[src/design/hsg_pkg.sv]
`default_nettype none

package hsg_pkg;

    localparam int IDX_W      = 32;
    localparam int FRAC_W     = 32;
    localparam int TRI_W      = 34;
    localparam int TERN_CELLS = 21;

    localparam logic [IDX_W-1:0] RECIP3 = 32'hAAAAAAAB;

    typedef struct packed {
        logic [IDX_W-1:0]  rest;
        logic [TRI_W-1:0]  rev;
        logic [TRI_W-1:0]  den;
        logic [FRAC_W-1:0] u;
    } tern_word_t;

    typedef struct packed {
        logic [TRI_W-1:0]  rem;
        logic [TRI_W-1:0]  den;
        logic [FRAC_W-1:0] quo;
        logic [FRAC_W-1:0] u;
    } div_word_t;

endpackage

`default_nettype wire

[src/design/hsg_tern_cell.sv]
`default_nettype none

module hsg_tern_cell
    import hsg_pkg::*;
(
    input  wire logic       clk,
    input  wire logic       rst_n,
    input  wire logic       en,
    input  wire logic       in_valid,
    input  tern_word_t      in_word,
    output logic            out_valid,
    output tern_word_t      out_word
);

    logic                  valid_reg;
    tern_word_t            word_reg;
    tern_word_t            word_next;
    logic [2*IDX_W-1:0]    prod;
    logic [IDX_W-1:0]      quot;
    logic [IDX_W-1:0]      rem3;
    logic [1:0]            digit;

    // divide by three through the reciprocal, exact for 32-bit values
    always_comb
    begin
        prod      = {{IDX_W{1'b0}}, in_word.rest} * {{IDX_W{1'b0}}, RECIP3};
        quot      = {1'b0, prod[2*IDX_W-1:IDX_W+1]};
        rem3      = in_word.rest - (quot + {quot[IDX_W-2:0], 1'b0});
        digit     = rem3[1:0];
        word_next = in_word;
        if (in_word.rest != '0)
        begin
            word_next.rest = quot;
            word_next.rev  = {in_word.rev[TRI_W-2:0], 1'b0} + in_word.rev
                             + {{(TRI_W-2){1'b0}}, digit};
            word_next.den  = {in_word.den[TRI_W-2:0], 1'b0} + in_word.den;
        end
    end

    always_ff @(posedge clk or negedge rst_n)
    begin
        if (!rst_n)
        begin
            valid_reg <= 1'b0;
        end
        else if (en)
        begin
            valid_reg <= in_valid;
        end
    end

    always_ff @(posedge clk)
    begin
        if (en)
        begin
            word_reg <= word_next;
        end
    end

    assign out_valid = valid_reg;
    assign out_word  = word_reg;

endmodule

`default_nettype wire

[config.mk]
export PLATFORM = sky130hd
export DESIGN_NAME = hsg_tern_cell
export DESIGN_NICKNAME = d
export VERILOG_FILES = /design/src/design/hsg_pkg.sv /design/src/design/hsg_tern_cell.sv
export SDC_FILE = /design/constraint.sdc
export NUM_CORES = 1
export LEC_CHECK = 0
export ABC_CLOCK_PERIOD_IN_PS = 800
export BUFFER_PORTS_ARGS = -buffer_cell sky130_fd_sc_hd__buf_2
export CAP_MARGIN = 25
export CORE_ASPECT_RATIO = 1.75
export CORE_UTILIZATION = 45
export DETAILED_ROUTE_END_ITERATION = 16
export GPL_TIMING_DRIVEN = 0
export PLACE_DENSITY = 0.78
export SLEW_MARGIN = 25
export SYNTH_ARGS = -nofsm -noshare
export SYNTH_HDL_FRONTEND = slang
export SYNTH_SLANG_ARGS = --single-unit
[constraint.sdc]
create_clock -name clk -period 0.8 [get_ports clk]
set_input_delay 0.16 -clock clk [delete_from_list [all_inputs] [get_ports clk]]
set_output_delay 0.16 -clock clk [all_outputs]
set_load 0.05 [all_outputs]
==> flow_metrics.env <==
export IMPL_relSlewSlack_pct=39.8
export IMPL_arrival_ps=9610
export IMPL_min_delay_start="in_word[34]"
export IMPL_synth_area_top_cells="fa_1, ha_1, edfxtp_1"
export IMPL_setup_slack_ps=-8660
export IMPL_tns_ps=-544640
export IMPL_min_period_ps=9460
export IMPL_synth_largest_area_cell="fa_1"
export IMPL_die_area_um2=57000
export IMPL_synth_area_um2=25200
export IMPL_clockBufferDepth=2
export IMPL_maxSlewViolCount=0
export IMPL_synth_avg_cell_area_um2=9.88
export IMPL_drtAntennaViolNets=0
export IMPL_cp_required_ps=950
export IMPL_startpoint="in_word[117]"
export IMPL_finalWeightedCongestion=1.03
export IMPL_root_buffer="clkbuf_16"
export IMPL_seqCellArea_um2=3990
export IMPL_core_area_um2=55300
export IMPL_port_buffers=268
export IMPL_crit_path_max_fanout=5
export IMPL_async_flop_share_pct=0.752
export IMPL_dp_hpwl_um=70200
export IMPL_ys_seq_area_share_pct=15.8
export IMPL_status="finished, violations left"
export IMPL_remaining_drc_errors=0
export IMPL_pre_cts_slack_ps=-9990
export IMPL_yosys_warnings=0
export IMPL_clock_latency_ps=460
export IMPL_drt_pre_antenna_iters=6
export IMPL_via_per_inst=5.79
export IMPL_critPathKind="in2reg"
export IMPL_failed_checks="setup timing"
export IMPL_holdCritPathClass="in2reg"
export IMPL_vias=21600
export IMPL_syn_nets=3512
export IMPL_htree_levels=4
export IMPL_cts_tree="done"
export IMPL_die_x_um=181
export IMPL_whs_ps=38.1
export IMPL_grt_pass1_wl_um=134000
export IMPL_crit_path_end_kind="flip-flop"
export IMPL_pin_count=269
export IMPL_synth_edf_count=132
export IMPL_synth_top_area_share_pct=30.2
export IMPL_cts_made_buffers=17
export IMPL_fin_crit_sh_pct=1180
export IMPL_grt_max_degree=83
export IMPL_ys_types=74
export IMPL_hold_viol=0
export IMPL_multi_input_area_um2=21400
export IMPL_rsz0062_at_grt="true"
export IMPL_tightest_slew_ps=903
export IMPL_fmax_mhz=106
export IMPL_yosys_cell_count_top_type="inv_1"
export IMPL_path_clk_slew_ps=60
export IMPL_grt_use_total_pct=31.8
export IMPL_cts_sinks=133
export IMPL_drive_gt1_share_pct=28.3
export IMPL_wire_per_inst_um=24.7
export IMPL_syn_to_final_growth_pct=31.6
export IMPL_cpMostUsedCell="inv_2"
export IMPL_max_stage_delay_ps=700
export IMPL_startpoint_type="primary input"
export IMPL_die_h_um=315
export IMPL_fillCellCount=4424
export IMPL_num_rows=114
export IMPL_synth_cells=2553
export IMPL_ys_ff_latch=133
export IMPL_synth_commonest_cells="inv_1, ha_1, fa_1, a21oi_1, edfxtp_1"
export IMPL_drt_total_wl_um=92400
export IMPL_grt_pass1_vias=23600
export IMPL_drt_iter0_markers=1403
export IMPL_nets=3986
export IMPL_overflow=0
export IMPL_place_area_um2=28600
export IMPL_start_util_pct=45.6
export IMPL_cp_slowest_cell="fa_2"
export IMPL_synthFlopType="edfxtp_1"
export IMPL_finClkSkew_ps=0
export IMPL_r2r_start="out_valid"
export IMPL_setup_viol=306
export IMPL_antenna_found_initial=1
export IMPL_stdcell_area_um2=33200
export IMPL_drv_cap=0
## per-stage QoR
stage	utilization, %	std cells
global route	60.0	3737
finish	60.0	3738
CTS	58.2	3702
global placement	51.6	3517
detailed placement	51.6	3518
floorplan	-	2553
## what timing repair did
| action | 4_1_cts | 5_1_grt |
|---|---|---|
| pin swaps | 207 | 140 |
| endpoints found under the hold margin | 35 | 0 |
| cloned | 2 | 1 |
| gates resized for setup | 407 | 188 |
| hold buffers | 36 | 0 |
| endpoints found under the setup margin | 313 | 313 |
| setup buffers | 120 | 37 |
## cell type report
class / count / share of cell area [%]
antenna: 2 / 0.0151
multi-input combinational: 1779 / 64.5
buffer: 29 / 1.09
clock inverter: 14 / 0.497
tap: 696 / 2.62
sequential: 133 / 12.0
clock buffer: 18 / 1.29
inverter: 609 / 6.92
timing repair buffer: 458 / 11.0
## worst paths after layout
path                           endpoint  slack [ps]  depth (start not counted)
max                        out_word[89]       -8660                         42
min                        out_word[34]          40                          3
max reg2reg                   out_valid          10                          1
min reg2reg                   out_valid         550                          1
max in group asynchronous     out_valid         150                          3
min in group asynchronous     out_valid         540                          3
## kinds of logic after synthesis
| logic type | after synthesis | share of synthesized area [%] |
|---|---|---|
| mux | 4 | 0.164 |
| buf+inv | 641 | 9.56 |
| other cells | 1 | 0.0149 |
| xor+xnor | 87 | 3.02 |
| fa+ha+maj | 823 | 52.1 |
| compound gates | 436 | 11.2 |
| flops | 133 | 15.8 |
| simple gates | 428 | 8.05 |
## registers in the layout, summed over array words and instances, names as in the netlist
signal	flops
out_word	132
out_valid	1
## metal layers
| layer | share of wire [%] | track usage (%) | vias to the layer above |
|---|---|---|---|
| met5 | 0 | 0 | - |
| met2 | 52 | 59.6 | 1115 |
| met4 | 11 | 28.8 | 0 |
| met1 | 30 | 29.0 | 10600 |
| met3 | 6.4 | 5.80 | 522 |
| li1 | - | - | 9393 |
## placed cells by master, fill, tap and decap left out, types with 10 or more instances in the layout
cell             n
clkbuf_1        14
fa_2            38
nor2_2          13
nor3_1          22
inv_1          575
clkbuf_16       25
o21ai_1         23
o211ai_1        14
nand2_2         13
and3_1          10
xor2_1          35
fa_1           342
nor2_1         100
nand2_1        108
inv_2           30
a211oi_1        11
a21o_1          46
nor2_4          11
o21ai_0         41
edfxtp_1       132
buf_4          118
nand2b_1        12
buf_12          14
a21oi_4         11
nand4_1         28
nand3_1         22
xnor2_2         20
a21oi_1        106
ha_4            65
buf_2          182
buf_6          101
xnor2_1         17
o21ai_2         14
o21a_1          19
o21bai_1        16
ha_1           374
dlygate4sd3_1   36
a21oi_2         33
## critical path: cells and delay by family
family / cells / cell delay [ps]
compound gates: 8 / 1670
xor+xnor: 5 / 910
fa+ha+maj: 13 / 5430
buf+inv: 11 / 810
simple gates: 5 / 650
Power is left out: the tool's default activity adds up to more than one toggle a clock period on the data nets, which glitch-free logic cannot reach.
