## src/design/hsg_pkg.sv

```systemverilog
`default_nettype none

package hsg_pkg;

    localparam int IDX_W      = 32;
    localparam int FRAC_W     = 32;
    localparam int TRI_W      = 34;
    localparam int TERN_CELLS = 21;

    localparam logic [IDX_W-1:0] RECIP3 = 32'hAAAAAAAB;

    typedef struct packed {
        logic [IDX_W-1:0]  rest;
        logic [TRI_W-1:0]  rev;
        logic [TRI_W-1:0]  den;
        logic [FRAC_W-1:0] u;
    } tern_word_t;

    typedef struct packed {
        logic [TRI_W-1:0]  rem;
        logic [TRI_W-1:0]  den;
        logic [FRAC_W-1:0] quo;
        logic [FRAC_W-1:0] u;
    } div_word_t;

endpackage

`default_nettype wire

```

## src/design/hsg_div_cell.sv

```systemverilog
`default_nettype none

module hsg_div_cell
    import hsg_pkg::*;
(
    input  wire logic       clk,
    input  wire logic       rst_n,
    input  wire logic       en,
    input  wire logic       in_valid,
    input  div_word_t       in_word,
    output logic            out_valid,
    output div_word_t       out_word
);

    logic              valid_reg;
    div_word_t         word_reg;
    div_word_t         word_next;
    logic [TRI_W:0]    rem2;
    logic [TRI_W:0]    diff;

    // one restoring quotient bit
    always_comb
    begin
        rem2      = {in_word.rem, 1'b0};
        diff      = rem2 - {1'b0, in_word.den};
        word_next = in_word;
        if (rem2 >= {1'b0, in_word.den})
        begin
            word_next.rem = diff[TRI_W-1:0];
            word_next.quo = {in_word.quo[FRAC_W-2:0], 1'b1};
        end
        else
        begin
            word_next.rem = rem2[TRI_W-1:0];
            word_next.quo = {in_word.quo[FRAC_W-2:0], 1'b0};
        end
    end

    always_ff @(posedge clk or negedge rst_n)
    begin
        if (!rst_n)
        begin
            valid_reg <= 1'b0;
        end
        else if (en)
        begin
            valid_reg <= in_valid;
        end
    end

    always_ff @(posedge clk)
    begin
        if (en)
        begin
            word_reg <= word_next;
        end
    end

    assign out_valid = valid_reg;
    assign out_word  = word_reg;

endmodule

`default_nettype wire

```

## config.mk

```make
export PLATFORM = sky130hd
export DESIGN_NAME = hsg_div_cell
export DESIGN_NICKNAME = d
export VERILOG_FILES = /design/src/design/hsg_pkg.sv /design/src/design/hsg_div_cell.sv
export SDC_FILE = /design/constraint.sdc
export NUM_CORES = 1
export LEC_CHECK = 0
export ABC_CLOCK_PERIOD_IN_PS = 800
export BUFFER_PORTS_ARGS = -buffer_cell sky130_fd_sc_hd__buf_2
export CORE_MARGIN = 2
export CORE_UTILIZATION = 49
export CTS_CLUSTER_SIZE = 25
export DETAILED_ROUTE_END_ITERATION = 10
export PLACE_DENSITY = 0.78
export SLEW_MARGIN = 40
export SYNTH_ARGS = -nofsm -noshare
export SYNTH_HDL_FRONTEND = slang
export SYNTH_SLANG_ARGS = --single-unit
```

## constraint.sdc

```tcl
create_clock -name clk -period 0.8 [get_ports clk]
set_input_delay 0.16 -clock clk [delete_from_list [all_inputs] [get_ports clk]]
set_output_delay 0.16 -clock clk [all_outputs]
set_load 0.05 [all_outputs]
```

==> results of run 1 <==
[routing by layer]
metal	track usage	GRT overflow
met5	0.217	0
met1	0.809	0
met3	0.694	1
met4	0.926	98
met2	0.998	114
[synth_stat cells, drive strengths merged, types with 4 or more instances]
cell / number / area share
edfxtp: 132 / 0.61
inv: 41 / 0.024
ha: 34 / 0.066
a21oi: 33 / 0.026
mux2: 30 / 0.057
o21ai: 20 / 0.015
a21o: 18 / 0.021
nand2: 16 / 0.0096
xnor2: 15 / 0.020
nor2: 12 / 0.0069
xor2: 12 / 0.016
nand4: 10 / 0.0096
clkbuf: 9 / 0.0052
nor3: 8 / 0.0062
o211ai: 5 / 0.0058
and3: 4 / 0.0048
buf: 4 / 0.0068
nand2b: 4 / 0.0039
o21a: 4 / 0.0058
o21bai: 4 / 0.0046
[timing repair]
item                                    in CTS
cloned                                       3
resized for setup                          373
hold endpoints to repair                    96
endpoints found under the setup margin     168
hold buffers                                96
pin swaps                                   13
setup buffers                               25
[logic make-up after synthesis]
group,Yosys count,share of synthesized area
DFF,133,0.615
adders and majority gates,35,0.0687
buffers and inverters,54,0.0357
and+or+nand+nor,75,0.0648
muxes,31,0.0588
AOI/OAI and AO/OA,110,0.120
xor gates and xnor gates,27,0.0365
[per-stage QoR]
step	util	setup TNS [ns]	setup WS, ns	hold WS, ns
4_1_cts	0.940	-95.04	-1.61	0.000648
3_5_place_dp	0.702	-81.07	-2.09	-0.0622
3_3_place_gp	0.702	-78.61	-2.04	-0.0622
2_1_floorplan	-	-60.74	-1.87	-0.136
==> results.tsv, run 1 <==
metric	value	unit
antenna_found_initial	4	
synth_warnings	0	
error_message	[ERROR GRT-0232] Routing congestion too high. Check the congestion heatmap in the GUI.	
synth_edf_count	132	
die_h	119	um
globalRouteTotalUtil	0.838	
synth-seq-cells	133	
htreeDepth	4	
dieWidth	119	um
io_pins	269	
cts_made_buffers	17	
status	stopped before the end	
cts.path.max_buffers	2	
start_util	0.496	
synth_async_sr_flop_share	0.00752	
stop_stage	global routing (5_1_grt)	
syn_inst	465	
synth_nets	636	
rows	42	
syn_area	6480	um2
synth_seq_area_share	0.615	
io_buffers	267	
endpoint_type	register input	
synthDistinctLibCells	68	
cts_sinks	133	
grt_start_max_net_pins	31	
place_inst	1031	
post-dp-hpwl	14300	um
place_congestion	0.860	
root_buffer	clkbuf_16	
grt_overflow_total	213	
placed_cell_area	9190	um2
worst_endpoint	out_word[128]$_DFFE_PP_/D	
postSynthAreaPerCell	13.9	um2
ys.flop_type	edfxtp_1	
==> inputs of run 2 (changes only) <==
--- a/config.mk
+++ b/config.mk
@@ -8,10 +8,9 @@
 export ABC_CLOCK_PERIOD_IN_PS = 800
 export BUFFER_PORTS_ARGS = -buffer_cell sky130_fd_sc_hd__buf_2
 export CORE_MARGIN = 2
-export CORE_UTILIZATION = 49
-export CTS_CLUSTER_SIZE = 25
+export CORE_UTILIZATION = 40
 export DETAILED_ROUTE_END_ITERATION = 10
-export PLACE_DENSITY = 0.78
+export PLACE_DENSITY_LB_ADDON = 0.15
 export SLEW_MARGIN = 40
 export SYNTH_ARGS = -nofsm -noshare
 export SYNTH_HDL_FRONTEND = slang
==> run 2 against run 1 <==
Effect of this change: the flow now finishes, with violations (negative setup slack); synthesized cell count did not move; area after synthesis did not move.
==> results.tsv, run 2 <==
metric	value	unit
synth_nets	636	
die_area	17200	um2
drc	0	
worst_hold_path.endpoint	out_word[64]	
peakVddDrop	1.44	mV
largest_reg_flops	132	
grt_start_max_net_pins	49	
io_pins	269	
arrival	2.56	ns
reg2reg_depth	2	
dieWidth	131	um
worstReg2RegEnd	out_valid	
synth_top_area_cell	edfxtp_1	
cts_tree	built	
skew	0	ns
final-hold-violation-count	0	
status	finished with violations	
nets	1173	
p_per_area	2060	nW/um2
grt_pass1_wl	34100	um
viasPerCell	4.84	
syn_to_final_growth	91.2	%
ant_nets	0	
use_met3	0.0571	
start_util	0.408	
fin_crit_sh	2.99	
leakage	5.51	nW
cts_sinks	133	
hp-class	in2reg	
synth_warnings	0	
ys.flop_type	edfxtp_1	
post-dp-hpwl	14400	um
end_kind	flop	
mostFrequentLayoutCells	buf_4, buf_6, edfxtp_1, buf_2, dlygate4sd3_1	
synth_async_sr_flop_share	0.00752	
violations	negative setup slack	
r2r_setup_slack	-0.14	ns
seq_area	3990	um2
vias	5965	
synth_seq_area_share	0.615	
reg2reg_from	out_valid	
fin_ws	-1.59	ns
rsz0062_at_grt	true	
grt_overflow_total	0	
place_congestion	0.859	
period_needed	2.39	ns
synthTopCellsByCount	edfxtp_1, inv_1, ha_1	
synth.area.top_cells	edfxtp_1, ha_1, mux2_2, a21oi_1, inv_1	
syn_area	6480	um2
max_slew.worst_pin.slew	0.354	ns
io_buffers	267	
synth-seq-cells	133	
grt_pass1_vias	6324	
first_pass_iters	4	
worstHoldPathCells	2	
die_h	131	um
globalRouteTotalUtil	0.253	
antenna_found_initial	2	
cp_max_fo	3	
postSynthAreaPerCell	13.9	um2
drv_cap	0	
rows	46	
htreeDepth	4	
drive_gt1_frac	0.575	
synth_edf_count	132	
cp-start-kind	input port	
use_met2	0.459	
synthDistinctLibCells	68	
finalMaxSlewViolations	0	
crit_required	0.97	ns
wl	22600	um
n_fill_cell	959	
cts_made_buffers	17	
cts.path.max_buffers	2	
multiInputGateArea	2800	um2
min-delay-start	in_word[64]	
synth_top_cell_area_share	0.611	
synth.most_common_cell	edfxtp_1	
critPathKind	in2reg	
final_core_util	0.780	
clk_latency	0.42	ns
setup_viol	169	
placed_cell_area	9350	um2
drt-initial-drc-count	301	
relSlewSlack	0.762	
root_buffer	clkbuf_16	
syn_inst	465	
clkTransAtPathRegs	0.06	ns
grt.busiest_layer	met2	
grt_use_met1	0.300	
core-area	15900	um2
setup_tns	-95.08	ns
final_common_cell	buf_4	
design_area	12400	um2
wl_per_cell	18.3	um
fmax	419	MHz
-- run 2: cell counts after synthesis --
Identical to the previous run, type by type.
-- run 2: final cells by class --
cell class,instances,area share
timing repair buffer,531,0.371
sequential,133,0.322
multi-input combinational,278,0.226
clock buffer,18,0.0346
tap,216,0.0218
inverter,41,0.0136
clock inverter,14,0.0113
antenna,1,0.000202
-- run 2: metrics by stage --
stage | instances | worst slack (ns) | hold slack, ns | power, mW
after floorplan | 465 | -1.87 | -0.136 | 13.2
after global placement | 1088 | -2.09 | -0.0655 | 15.6
after detailed placement | 1088 | -2.13 | -0.0619 | 15.7
after CTS | 1220 | -1.58 | 0.00915 | 25.1
after global routing | 1232 | -1.63 | 0.0132 | 26.4
final | 1232 | -1.59 | 0.0138 | 25.6
-- run 2: timing repair --
item,CTS,global route
gates resized for setup,343,50
setup buffers,6,12
cloned,1,1
endpoints found under the hold margin,94,0
setup endpoints to repair,168,169
hold buffers,94,0
pin swaps,21,24
-- run 2: worst max-delay path by stage --
stage / start / endpoint / slack, ns / depth (start not counted)
6_report: in_word[98] / out_word[128] / -1.59 / 10
3_5_place_dp: in_word[65] / out_word[124] / -2.13 / 11
2_1_floorplan: in_word[93] / out_word[122] / -1.87 / 13
3_3_place_gp: in_word[65] / out_word[124] / -2.09 / 11
5_1_grt: in_word[98] / out_word[128] / -1.63 / 10
4_1_cts: in_word[98] / out_word[128] / -1.58 / 10
-- run 2: worst max-delay path, stage by stage --
cell and delay, ns:
buf_6 0.10, fa_2 0.39, a21o_1 0.20, a221oi_4 0.27, a211oi_2 0.14, a311o_2 0.39
and4_4 0.21, a2111oi_4 0.33, xnor2_1 0.12, mux2_4 0.26
-- run 2: report_power, final --
| group | leakage, nW | internal [mW] | switching (mW) |
|---|---|---|---|
| clock network | 0.269 | 4.37 | 3.39 |
| registers | 1.30 | 8.53 | 0.353 |
| logic | 3.94 | 4.13 | 4.81 |
| total | 5.51 | 17.0 | 8.56 |
-- run 2: routing by layer --
| layer | part of all wire | wire (um) |
|---|---|---|
| met5 | 0.00031 | 7 |
| met4 | 0.018 | 402 |
| met3 | 0.058 | 1300 |
| met2 | 0.52 | 11800 |
| met1 | 0.40 | 9040 |
-- run 2: cell families after synthesis --
family / Yosys count / share of synthesized area
buf+inv: 54 / 0.0357
flops: 133 / 0.615
compound gates: 110 / 0.120
simple gates: 75 / 0.0648
mux: 31 / 0.0588
xor+xnor: 27 / 0.0365
fa+ha+maj: 35 / 0.0687
Power figures use the tool's default switching activity.
